### src/rtl/lwmm_pkg.sv
// ----------------------------------------------------------------------------
// lwmm_pkg
// shared constants, opcodes and word layouts of the modulation slot table
// ----------------------------------------------------------------------------
package lwmm_pkg;

  // number of modulation slots, 1 to 255
  localparam int NUM_SLOTS = 8;
  localparam int IDX_W     = (NUM_SLOTS > 1) ? $clog2(NUM_SLOTS) : 1;

  localparam int OP_W    = 2;
  localparam int SLOT_W  = 8;
  localparam int VALUE_W = 16;
  localparam int STAMP_W = 32;
  localparam int KEY_W   = 8;

  localparam logic [IDX_W-1:0]  LAST_IDX  = IDX_W'(NUM_SLOTS - 1);
  localparam logic [SLOT_W-1:0] SLOT_LIMIT = SLOT_W'(NUM_SLOTS);

  typedef enum logic [OP_W-1:0] {
    OP_UPDATE = 2'd0,
    OP_ROUTE  = 2'd1,
    OP_READ   = 2'd2,
    OP_LOOKUP = 2'd3
  } op_t;

  // source memory word
  typedef struct packed {
    logic [STAMP_W-1:0]        stamp;
    logic signed [VALUE_W-1:0] value;
  } source_word_t;

  // route memory word
  typedef struct packed {
    logic             enabled;
    logic [KEY_W-1:0] effect;
    logic [KEY_W-1:0] param;
  } route_word_t;

  localparam int SOURCE_W = $bits(source_word_t);
  localparam int ROUTE_W  = $bits(route_word_t);

  // control from the sequencer to the scan unit
  typedef struct packed {
    logic clear;
    logic step;
  } scan_ctl_t;

endpackage

### src/rtl/latest_wins_modulation_matrix_top.sv
// ----------------------------------------------------------------------------
// latest_wins_modulation_matrix_top
// modulation slot table with update, route, read and latest-wins lookup
// ----------------------------------------------------------------------------
// update and route: written at the accepting edge, busy stays low, no word out
// read: busy while in the read state, done strobe registered from the memory read data
// lookup: busy through the scan state (one slot per cycle through the memory
//   read port), done strobe registered when the last slot's data is in
// the receiver cannot stall: done is high for exactly one cycle
// synchronous reset clears the valid bits, so every slot reads with a zero value and stamp
module latest_wins_modulation_matrix_top (
  input  logic                                clk,
  input  logic                                rst,
  input  logic                                start,
  output logic                                busy,
  input  logic [lwmm_pkg::OP_W-1:0]           operation,
  input  logic [lwmm_pkg::SLOT_W-1:0]         slot,
  input  logic signed [lwmm_pkg::VALUE_W-1:0] value,
  input  logic [lwmm_pkg::STAMP_W-1:0]        now_ms,
  input  logic [lwmm_pkg::KEY_W-1:0]          effect,
  input  logic [lwmm_pkg::KEY_W-1:0]          param,
  input  logic                                enable,
  output logic                                done,
  output logic                                found,
  output logic signed [lwmm_pkg::VALUE_W-1:0] result_value
);
  import lwmm_pkg::*;

  typedef enum logic [1:0] {
    ST_IDLE,
    ST_READ,
    ST_SCAN
  } state_t;

  state_t state;

  // accepted word decode
  logic       accept;
  op_t        op;
  logic       in_range;
  logic [IDX_W-1:0] slot_idx;

  assign op       = op_t'(operation);
  assign accept   = start && !busy;
  assign in_range = slot < SLOT_LIMIT;
  assign slot_idx = slot[IDX_W-1:0];
  assign busy     = (state != ST_IDLE);

  // per-entry valid bits stand in for clearing the memories
  logic [NUM_SLOTS-1:0] source_valid;
  logic [NUM_SLOTS-1:0] route_valid;
  logic                 source_vld_q;
  logic                 route_vld_q;

  // memory ports
  logic             source_we;
  logic             route_we;
  logic [IDX_W-1:0] rd_addr;
  source_word_t     source_wdata;
  route_word_t      route_wdata;
  logic [SOURCE_W-1:0] source_rdata;
  logic [ROUTE_W-1:0]  route_rdata;

  assign source_we = accept && (op == OP_UPDATE) && in_range;
  assign route_we  = accept && (op == OP_ROUTE) && in_range;

  always_comb begin
    source_wdata.stamp  = now_ms;
    source_wdata.value  = value;
    route_wdata.enabled = enable;
    route_wdata.effect  = effect;
    route_wdata.param   = param;
  end

  // scan bookkeeping: scan_idx names the slot whose data arrives this cycle
  logic [IDX_W-1:0] scan_idx;
  logic             scan_last;
  logic [KEY_W-1:0] key_effect;
  logic [KEY_W-1:0] key_param;
  logic             in_range_q;

  assign scan_last = (scan_idx == LAST_IDX);

  // read address: the request slot, slot zero to open a scan, then the next slot
  always_comb begin
    if (state == ST_IDLE) begin
      rd_addr = (op == OP_LOOKUP) ? '0 : slot_idx;
    end else if (state == ST_SCAN && !scan_last) begin
      rd_addr = scan_idx + IDX_W'(1);
    end else begin
      rd_addr = scan_idx;
    end
  end

  lwmm_ram #(
    .WIDTH (SOURCE_W),
    .DEPTH (NUM_SLOTS)
  ) u_source_ram (
    .clk   (clk),
    .we    (source_we),
    .waddr (slot_idx),
    .wdata (source_wdata),
    .raddr (rd_addr),
    .rdata (source_rdata)
  );

  lwmm_ram #(
    .WIDTH (ROUTE_W),
    .DEPTH (NUM_SLOTS)
  ) u_route_ram (
    .clk   (clk),
    .we    (route_we),
    .waddr (slot_idx),
    .wdata (route_wdata),
    .raddr (rd_addr),
    .rdata (route_rdata)
  );

  source_word_t source_q;
  route_word_t  route_q;

  assign source_q = source_word_t'(source_rdata);
  assign route_q  = route_word_t'(route_rdata);

  // latest-wins tracker
  scan_ctl_t                 scan_ctl;
  logic                      hit_now;
  logic signed [VALUE_W-1:0] value_now;

  always_comb begin
    scan_ctl.clear = accept && (op == OP_LOOKUP);
    scan_ctl.step  = (state == ST_SCAN);
  end

  lwmm_scan u_scan (
    .clk        (clk),
    .ctl        (scan_ctl),
    .key_effect (key_effect),
    .key_param  (key_param),
    .route      (route_q),
    .route_vld  (route_vld_q),
    .source     (source_q),
    .source_vld (source_vld_q),
    .hit_now    (hit_now),
    .value_now  (value_now)
  );

  // valid bits follow the memory read, so they line up with the read data
  always_ff @(posedge clk) begin
    if (rst) begin
      source_valid <= '0;
      route_valid  <= '0;
      source_vld_q <= 1'b0;
      route_vld_q  <= 1'b0;
    end else begin
      if (source_we) begin
        source_valid[slot_idx] <= 1'b1;
      end
      if (route_we) begin
        route_valid[slot_idx] <= 1'b1;
      end
      source_vld_q <= source_valid[rd_addr];
      route_vld_q  <= route_valid[rd_addr];
    end
  end

  // request fields held for the duration of the word
  always_ff @(posedge clk) begin
    if (accept) begin
      key_effect <= effect;
      key_param  <= param;
      in_range_q <= in_range;
    end
  end

  // sequencer with registered result word
  always_ff @(posedge clk) begin
    if (rst) begin
      state        <= ST_IDLE;
      scan_idx     <= '0;
      done         <= 1'b0;
      found        <= 1'b0;
      result_value <= '0;
    end else begin
      done <= 1'b0;
      case (state)
        ST_IDLE: begin
          if (accept) begin
            scan_idx <= '0;
            if (op == OP_READ) begin
              state <= ST_READ;
            end else if (op == OP_LOOKUP) begin
              state <= ST_SCAN;
            end
          end
        end
        ST_READ: begin
          // out-of-range reads give found low and zero
          done         <= 1'b1;
          found        <= in_range_q;
          result_value <= (in_range_q && source_vld_q) ? source_q.value : '0;
          state        <= ST_IDLE;
        end
        ST_SCAN: begin
          if (scan_last) begin
            done         <= 1'b1;
            found        <= hit_now;
            result_value <= hit_now ? value_now : '0;
            state        <= ST_IDLE;
          end else begin
            scan_idx <= scan_idx + IDX_W'(1);
          end
        end
        default: begin
          state <= ST_IDLE;
        end
      endcase
    end
  end

endmodule

### src/rtl/lwmm_ram.sv
// ----------------------------------------------------------------------------
// lwmm_ram
// generic single-write, single-read ram with registered read data
// ----------------------------------------------------------------------------
module lwmm_ram #(
  parameter int WIDTH = 16,
  parameter int DEPTH = 8
) (
  input  logic                                      clk,
  input  logic                                      we,
  input  logic [((DEPTH > 1) ? $clog2(DEPTH) : 1)-1:0] waddr,
  input  logic [WIDTH-1:0]                          wdata,
  input  logic [((DEPTH > 1) ? $clog2(DEPTH) : 1)-1:0] raddr,
  output logic [WIDTH-1:0]                          rdata
);

  logic [WIDTH-1:0] mem [DEPTH];

  always_ff @(posedge clk) begin
    if (we) begin
      mem[waddr] <= wdata;
    end
    rdata <= mem[raddr];
  end

endmodule

### src/rtl/lwmm_scan.sv
// ----------------------------------------------------------------------------
// lwmm_scan
// latest-timestamp tracker, one slot per step
// ----------------------------------------------------------------------------
module lwmm_scan (
  input  logic                                clk,
  input  lwmm_pkg::scan_ctl_t                 ctl,
  input  logic [lwmm_pkg::KEY_W-1:0]          key_effect,
  input  logic [lwmm_pkg::KEY_W-1:0]          key_param,
  input  lwmm_pkg::route_word_t               route,
  input  logic                                route_vld,
  input  lwmm_pkg::source_word_t              source,
  input  logic                                source_vld,
  output logic                                hit_now,
  output logic signed [lwmm_pkg::VALUE_W-1:0] value_now
);
  import lwmm_pkg::*;

  logic [STAMP_W-1:0]        best_stamp;
  logic signed [VALUE_W-1:0] best_value;
  logic                      best_hit;

  logic [STAMP_W-1:0] stamp;
  logic               match;
  logic               take;

  // never-written entries read with a zero stamp
  assign stamp = source_vld ? source.stamp : '0;
  assign match = route_vld && route.enabled
                 && (route.effect == key_effect) && (route.param == key_param);
  // strict compare keeps the lower index on ties and rejects zero stamps
  assign take  = ctl.step && match && (stamp > best_stamp);

  assign hit_now   = best_hit | take;
  assign value_now = take ? source.value : best_value;

  always_ff @(posedge clk) begin
    if (ctl.clear) begin
      best_stamp <= '0;
      best_value <= '0;
      best_hit   <= 1'b0;
    end else if (take) begin
      best_stamp <= stamp;
      best_value <= source.value;
      best_hit   <= 1'b1;
    end
  end

endmodule
### config.mk
export PLATFORM = sky130hd
export DESIGN_NAME = latest_wins_modulation_matrix_top
export DESIGN_NICKNAME = d
export VERILOG_FILES = /design/src/rtl/lwmm_pkg.sv /design/src/rtl/latest_wins_modulation_matrix_top.sv /design/src/rtl/lwmm_ram.sv /design/src/rtl/lwmm_scan.sv
export SDC_FILE = /design/constraint.sdc
export NUM_CORES = 1
export LEC_CHECK = 0
export ABC_CLOCK_PERIOD_IN_PS = 8200
export BUFFER_PORTS_ARGS = -buffer_cell sky130_fd_sc_hd__buf_2
export CAP_MARGIN = 30
export CORE_ASPECT_RATIO = 1.5
export CORE_MARGIN = 4
export CORE_UTILIZATION = 65
export CTS_BUF_LIST = sky130_fd_sc_hd__clkbuf_16
export DETAILED_ROUTE_END_ITERATION = 7
export GPL_ROUTABILITY_DRIVEN = 0
export PLACE_DENSITY = 0.83
export SYNTH_ARGS = -nofsm -noshare
export SYNTH_HDL_FRONTEND = slang
export SYNTH_SLANG_ARGS = --single-unit
### constraint.sdc
create_clock -name clk -period 8.2 [get_ports clk]
set_input_delay 0.41 -clock clk [delete_from_list [all_inputs] [get_ports clk]]
set_output_delay 0.41 -clock clk [all_outputs]
set_load 0.01 [all_outputs]
# Yosys cells after proc, flatten, opt, wreduce, memory -nomap -nowiden
# Memories as Yosys holds them, arrays and structs flattened. A register that Yosys moved wholly into a read port is not among the register bits.
# Cells that the tools add are included.
# W data, S select, Z words.
dict set report word_totals {
  reg_bits 107
  latch_bits 0
  ramBits 520
  romBits 0
  in_bits 78
  output_inout_bits 19
  wordCells 93
  memories 2
}
dict set report op_classes {
  n_addsub 1
  n_mul 0
  div 0
  order_cmp 5
  eq_ne 12
  shift 0
  mux 31
  n_bitwise 3
  n_reduce_logical 24
}
# name words word_bits rd rd_clocked_by_memory_dff wr line_no
set mem_list {}
lappend mem_list {u_source_ram.mem 8 48 1 1 1 lwmm_ram.sv:17} ;# logic [WIDTH-1:0] mem [DEPTH];
lappend mem_list {u_route_ram.mem 8 17 1 1 1 lwmm_ram.sv:17}
# cell n
set op_table {}
lappend op_table {{$mux W16} 4}
lappend op_table {{$gt A32 B32 Y1} 1}
lappend op_table {{$mux W32} 1}
lappend op_table {{$pmux W16 S2} 1}
lappend op_table {{$eq A8 B8 Y1} 2}
lappend op_table {{$or A8 B8 Y8} 2}
lappend op_table {{$mux W3} 5}
lappend op_table {{$logic_and A1 B1 Y1} 14}
lappend op_table {{$mux W1} 9}
lappend op_table {{$lt A3 B4 Y1 const B} 2}
lappend op_table {{$lt A8 B4 Y1 const B} 1}
lappend op_table {{$mux W2} 4}
lappend op_table {{$bmux W1 S3} 2}
lappend op_table {{$eq A2 B2 Y1 const B} 3}
lappend op_table {{$ne A2 B2 Y1 const B} 3}
lappend op_table {{$pmux W3 S2} 1}
lappend op_table {{$reduce_and A3 Y1} 2}
lappend op_table {{$reduce_bool A2 Y1} 3}
lappend op_table {{$eq A2 B1 Y1 const B} 2}
lappend op_table {{$logic_not A2 Y1} 2}
lappend op_table {{$pmux W1 S2} 2}
lappend op_table {{$pmux W2 S2} 1}
lappend op_table {{$add A3 B1 Y3 const B} 1}
lappend op_table {{$demux W1 S3} 1}
lappend op_table {{other kinds (6)} 7}

# Logic depth before layout (Yosys ltp)
dict set report logic_depth {
  word_depth 9
  ltp_mapped 14
  depth_no_buf 9
}

# Cells and area by module
# Synthesis repeated with hierarchy kept, for this count alone.
dict set report hier_totals {
  hier_cells 1668
  hier_area_um2 28183.3
}
# mod instances cells_each area_each_um2 seq_area_each_um2
set modules_own_cells {}
lappend modules_own_cells {{lwmm_ram (u_source_ram)} 1 616 15620.0 12492.0}
lappend modules_own_cells {{lwmm_ram (u_route_ram)} 1 227 5599.1 4424.2}
lappend modules_own_cells {lwmm_scan 1 588 4478.0 980.9}
lappend modules_own_cells {latest_wins_modulation_matrix_top 1 237 2486.1 1331.3}

# Worst setup path after synthesis
# OpenSTA, ideal clock, no wires.
dict set report synth_timing {
  path_type {register to register}
  startpoint {register state[0]}
  endpoint {memory u_source_ram.mem[0][0] (netlist bit), enable pin}
  setup_time_ps 515
  arrival_time_ps 4925
  required_time_ps 7685
  setup_slack_ps 2760
  path_stages_with_launch 9
  n_path_buf 1
  synth_period_minus_slack_ps 5440
  cell_sequence {dfxtp_1 inv_1 ha_1 clkbuf_1 nand2_1 nor4_1 nor2b_1 nand2b_1 nor3_1}
}
dict set report synth_between {
  elab_chain_cells 7
}
# item line_no
set synth_rtl {}
lappend synth_rtl {{from (decl)} latest_wins_modulation_matrix_top.sv:35} ;# state_t state;
lappend synth_rtl {{from (signal assigned)} latest_wins_modulation_matrix_top.sv:179} ;# state <= ST_IDLE;
lappend synth_rtl {{from (signal assigned)} latest_wins_modulation_matrix_top.sv:191} ;# state <= ST_READ;
lappend synth_rtl {{from (signal assigned)} latest_wins_modulation_matrix_top.sv:193} ;# state <= ST_SCAN;
lappend synth_rtl {{$reduce_bool A2 Y1} latest_wins_modulation_matrix_top.sv:47} ;# assign busy = (state != ST_IDLE);
lappend synth_rtl {{$logic_not A1 Y1} latest_wins_modulation_matrix_top.sv:44} ;# assign accept = start && !busy;
lappend synth_rtl {{$logic_and A1 B1 Y1} latest_wins_modulation_matrix_top.sv:44}
lappend synth_rtl {{$logic_and A1 B1 Y1 (2 in series)} latest_wins_modulation_matrix_top.sv:64} ;# assign source_we = accept && (op == OP_UPDATE) && in_range;
lappend synth_rtl {{$mux W1} lwmm_ram.sv:20} ;# if (we) begin
lappend synth_rtl {{$mux W1 (implied by the code)} lwmm_ram.sv:21} ;# mem[waddr] <= wdata;
lappend synth_rtl {{to (decl)} lwmm_ram.sv:17}
# Every way passes these cells.

# Final worst setup path
dict set report layout_timing {
  startpoint {register source_vld_q}
  endpoint {register u_scan.best_stamp[12]}
}
dict set report layout_between {
  elab_chain_cells 3
}
# item line_no
set layout_rtl {}
lappend layout_rtl {{from (decl)} latest_wins_modulation_matrix_top.sv:52} ;# logic source_vld_q;
lappend layout_rtl {{from (signal assigned)} latest_wins_modulation_matrix_top.sv:162} ;# source_vld_q <= source_valid[rd_addr];
lappend layout_rtl {{$mux W32} lwmm_scan.sv:28} ;# assign stamp = source_vld ? source.stamp : '0;
lappend layout_rtl {{named net u_scan.stamp[30]} lwmm_scan.sv:23} ;# logic [STAMP_W-1:0] stamp;
lappend layout_rtl {{$gt A32 B32 Y1} lwmm_scan.sv:32} ;# assign take = ctl.step && match && (stamp > best_stamp);
lappend layout_rtl {{$logic_and A1 B1 Y1} lwmm_scan.sv:32}
lappend layout_rtl {{to (signal assigned)} lwmm_scan.sv:43} ;# best_stamp <= stamp;
lappend layout_rtl {{to (decl)} lwmm_scan.sv:19} ;# logic [STAMP_W-1:0] best_stamp;
# The timed path passes the listed nets, and every way through them passes these cells.
# A chain may end at the register's enable or synchronous reset.

==> out/summary.txt <==
Final Worst Setup Slack: 4.04 ns
Count of input and output buffers: 96
Largest net degree at the start of global routing: 174
Latest clock arrival within the worst-skew pair: 0.60 ns
Most common library cells after synthesis: 631 x nand2_1, 537 x edfxtp_1, 344 x nand3_1
Starting Density: 65.6%
Clock skew: 0.0233 ns
Post-Synth Simple-Gate Area: 18.5%
Die height: 257 um
Sum of negative setup slack: 0 ns
Initial DRT Pass Iterations: 8
Clk buf depth: 3
Post-Layout Cell Count: 2942
Gr usage total: 26.5%
Yosys reg bits: 692
Post-CTS Setup Inserts: 0
CTS tree: yes
PwrDens: 235 nW/um2
Final Hold Vio Count: 0
Die area: 44900 um2
Async SR Flop Fraction: 0%
Warnings from Yosys: 0
Post-detailed-route via-to-cell ratio: 6.06
Initial antenna violation count: 8
Tcrit/Tclk final: 50.7%
Post-CTS sizing: 0
Vias in the first global route: 18000
CTS Hold Bufs: 0
Clk slew on worst S/H paths: 0.07 ns
Core area: 41100 um2
Syn Nets: 2389
Slew Limit Fails: 0
LEAKAGE: 0.0111 uW
Ports: 97
CTS Buf Count: 58
Fill cell count: 2529
Nature of the critical path endpoint: flip-flop
Ys flop type: edfxtp_1
Top post-synthesis cells by area: edfxtp_1 60%, dfxtp_1 12%, nand2_1 8.8%
Worst setup path category: flip-flop to flip-flop
Tmin final: 4.16 ns
Register area share after synthesis: 71.3%
XOR/XNOR Fraction of Synth Area: 0.552%
Cell taking the most area after synthesis: edfxtp_1
DRC: 0
CTS sink count: 692
Syn Std Cell Area: 27000 um2
Netlist cell types: 48
Synth Area per Inst: 11.9 um2
Core Rows: 91
DRT iter0 DRCs: 1983
Placed cell count: 2827
Status: finished, final reports clean
CP max FO: 49
Vias: 17800
Die X: 174 um
Pre-CTS setup slack: 4.15 ns
Relative slew margins: 28.7%
Min Hold Slack: 0.0678 ns
ANT nets after route: 0
Congestion Overflow GR: 0
Routed wire length: 60800 um
Critical path startpoint category: flip-flop
Finish-stage setup viols: 0
Peak VDD IR: 0.189 mV
Drt wl/cell: 20.7 um
Final HPWL DP: 33200 um
Arrival @ worst endpoint: 4.62 ns
Post-synth top area share: 59.8%
Fraction of the mapped netlist area in adder cells: 1.72%
H-tree depth: 2
EDFF count, synth: 537
Clock Root Buffer: clkbuf_16
RSZ-0062 raised after global routing: no
Top-count cell post-synth: nand2_1
Worst-Margin Slew: 1.06 ns
Largest family of logic cells by synthesized area: simple AND/OR/NAND/NOR gates
Area Overhead vs Synth: 10.9%
Compound-Gate Fraction of Synth Area: 3.56%
Post-Syn Instances: 2274
Fmax achieved: 240 MHz
Max cap viols: 0
Hold Path Class: primary input to flip-flop
First-pass GRT wire length: 94200 um
Multiplexer share of the synthesized area: 1.90%
Layout cells sized above 1: 9.66%
Required @ worst endpoint: 8.66 ns
Final Net Count: 2445
## report_power, final
| part | leakage (uW) | internal (uW) | switching [uW] |
|---|---|---|---|
| Sequential | 0.00611 | 3840 | 39.5 |
| Clock | 0.000983 | 1410 | 1190 |
| Combinational | 0.00399 | 170 | 386 |
## final timing paths
path / startpoint / endpoint / slack (ns) / cells after the start
setup / recovery: source_vld_q / u_scan.best_stamp[12] / 4.04 / 10
hold / removal: now_ms[0] / u_source_ram.mem[7][16] / 0.07 / 1
setup reg to reg: source_vld_q / u_scan.best_stamp[12] / 4.04 / 10
hold reg to reg: source_valid[4] / source_valid[4] / 0.48 / 2
## final cells by class
cell class	count	area, um2	share of cell area (%)
clock buffer	63	1580	5.27
clock inverter	47	235	0.787
sequential	692	19200	64.3
antenna	4	10.0	0.0335
inverter	37	139	0.464
tap	558	698	2.33
timing repair buffer	128	806	2.69
multi-input combinational	1413	7210	24.1
## cell usage in the layout (no fill, tap or decap), drive strengths merged, types with 31 or more instances in the layout
cell type	instances
ha	37
nand3	344
mux2i	50
dfxtp	155
edfxtp	537
inv	64
buf	128
nand2	631
nor2	116
and2	31
clkbuf	63
o21ai	70
## sequential cells by signal (all words and copies together), names as in the netlist
signal,count
done,1
result_value,16
scan_idx,3
route_vld_q,1
found,1
key_param,8
u_source_ram.mem,384
u_scan.best_value,16
u_source_ram.rdata,48
state,2
u_route_ram.rdata,17
route_valid,8
source_valid,8
u_route_ram.mem,136
key_effect,8
source_vld_q,1
in_range_q,1
u_scan.best_hit,1
u_scan.best_stamp,32
## metrics by stage
step                utilization, %  area, um2  power [uW]
floorplan                        -      27000        4290
global placement              68.1      28000        4470
detailed placement            68.3      28100        4500
CTS                           72.7      29900        7050
global route                  72.7      29900        7270
finish                        72.7      29900        7040
## worst max-delay path, stage by stage (launching register included)
cell and delay (ns):
dfxtp_1 0.31, buf_4 0.41, and2_1 0.24, ha_1 0.19, nand4_1 0.20, nor4_1 0.95, o311ai_0 0.48, a31oi_4 0.34
buf_4 0.52, mux2i_1 0.29, nor2_1 0.06
## per-layer routing
metal  GRT usage (%)  vias up  share of wire (%)
met3            3.88      171                6.5
met4            11.6        4                3.7
met5               0        -              0.043
met2            48.5      767                 53
li1                -     8120                  -
met1            30.9     8753                 37
## logic make-up after synthesis
logic type | after synthesis
DFF | 692
and+or+nand+nor | 1163
xor gates and xnor gates | 17
AOI/OAI and AO/OA | 145
muxes | 51
adders and majority gates | 37
buffers and inverters | 169
No activity file was read; power rests on OpenSTA's default activity.
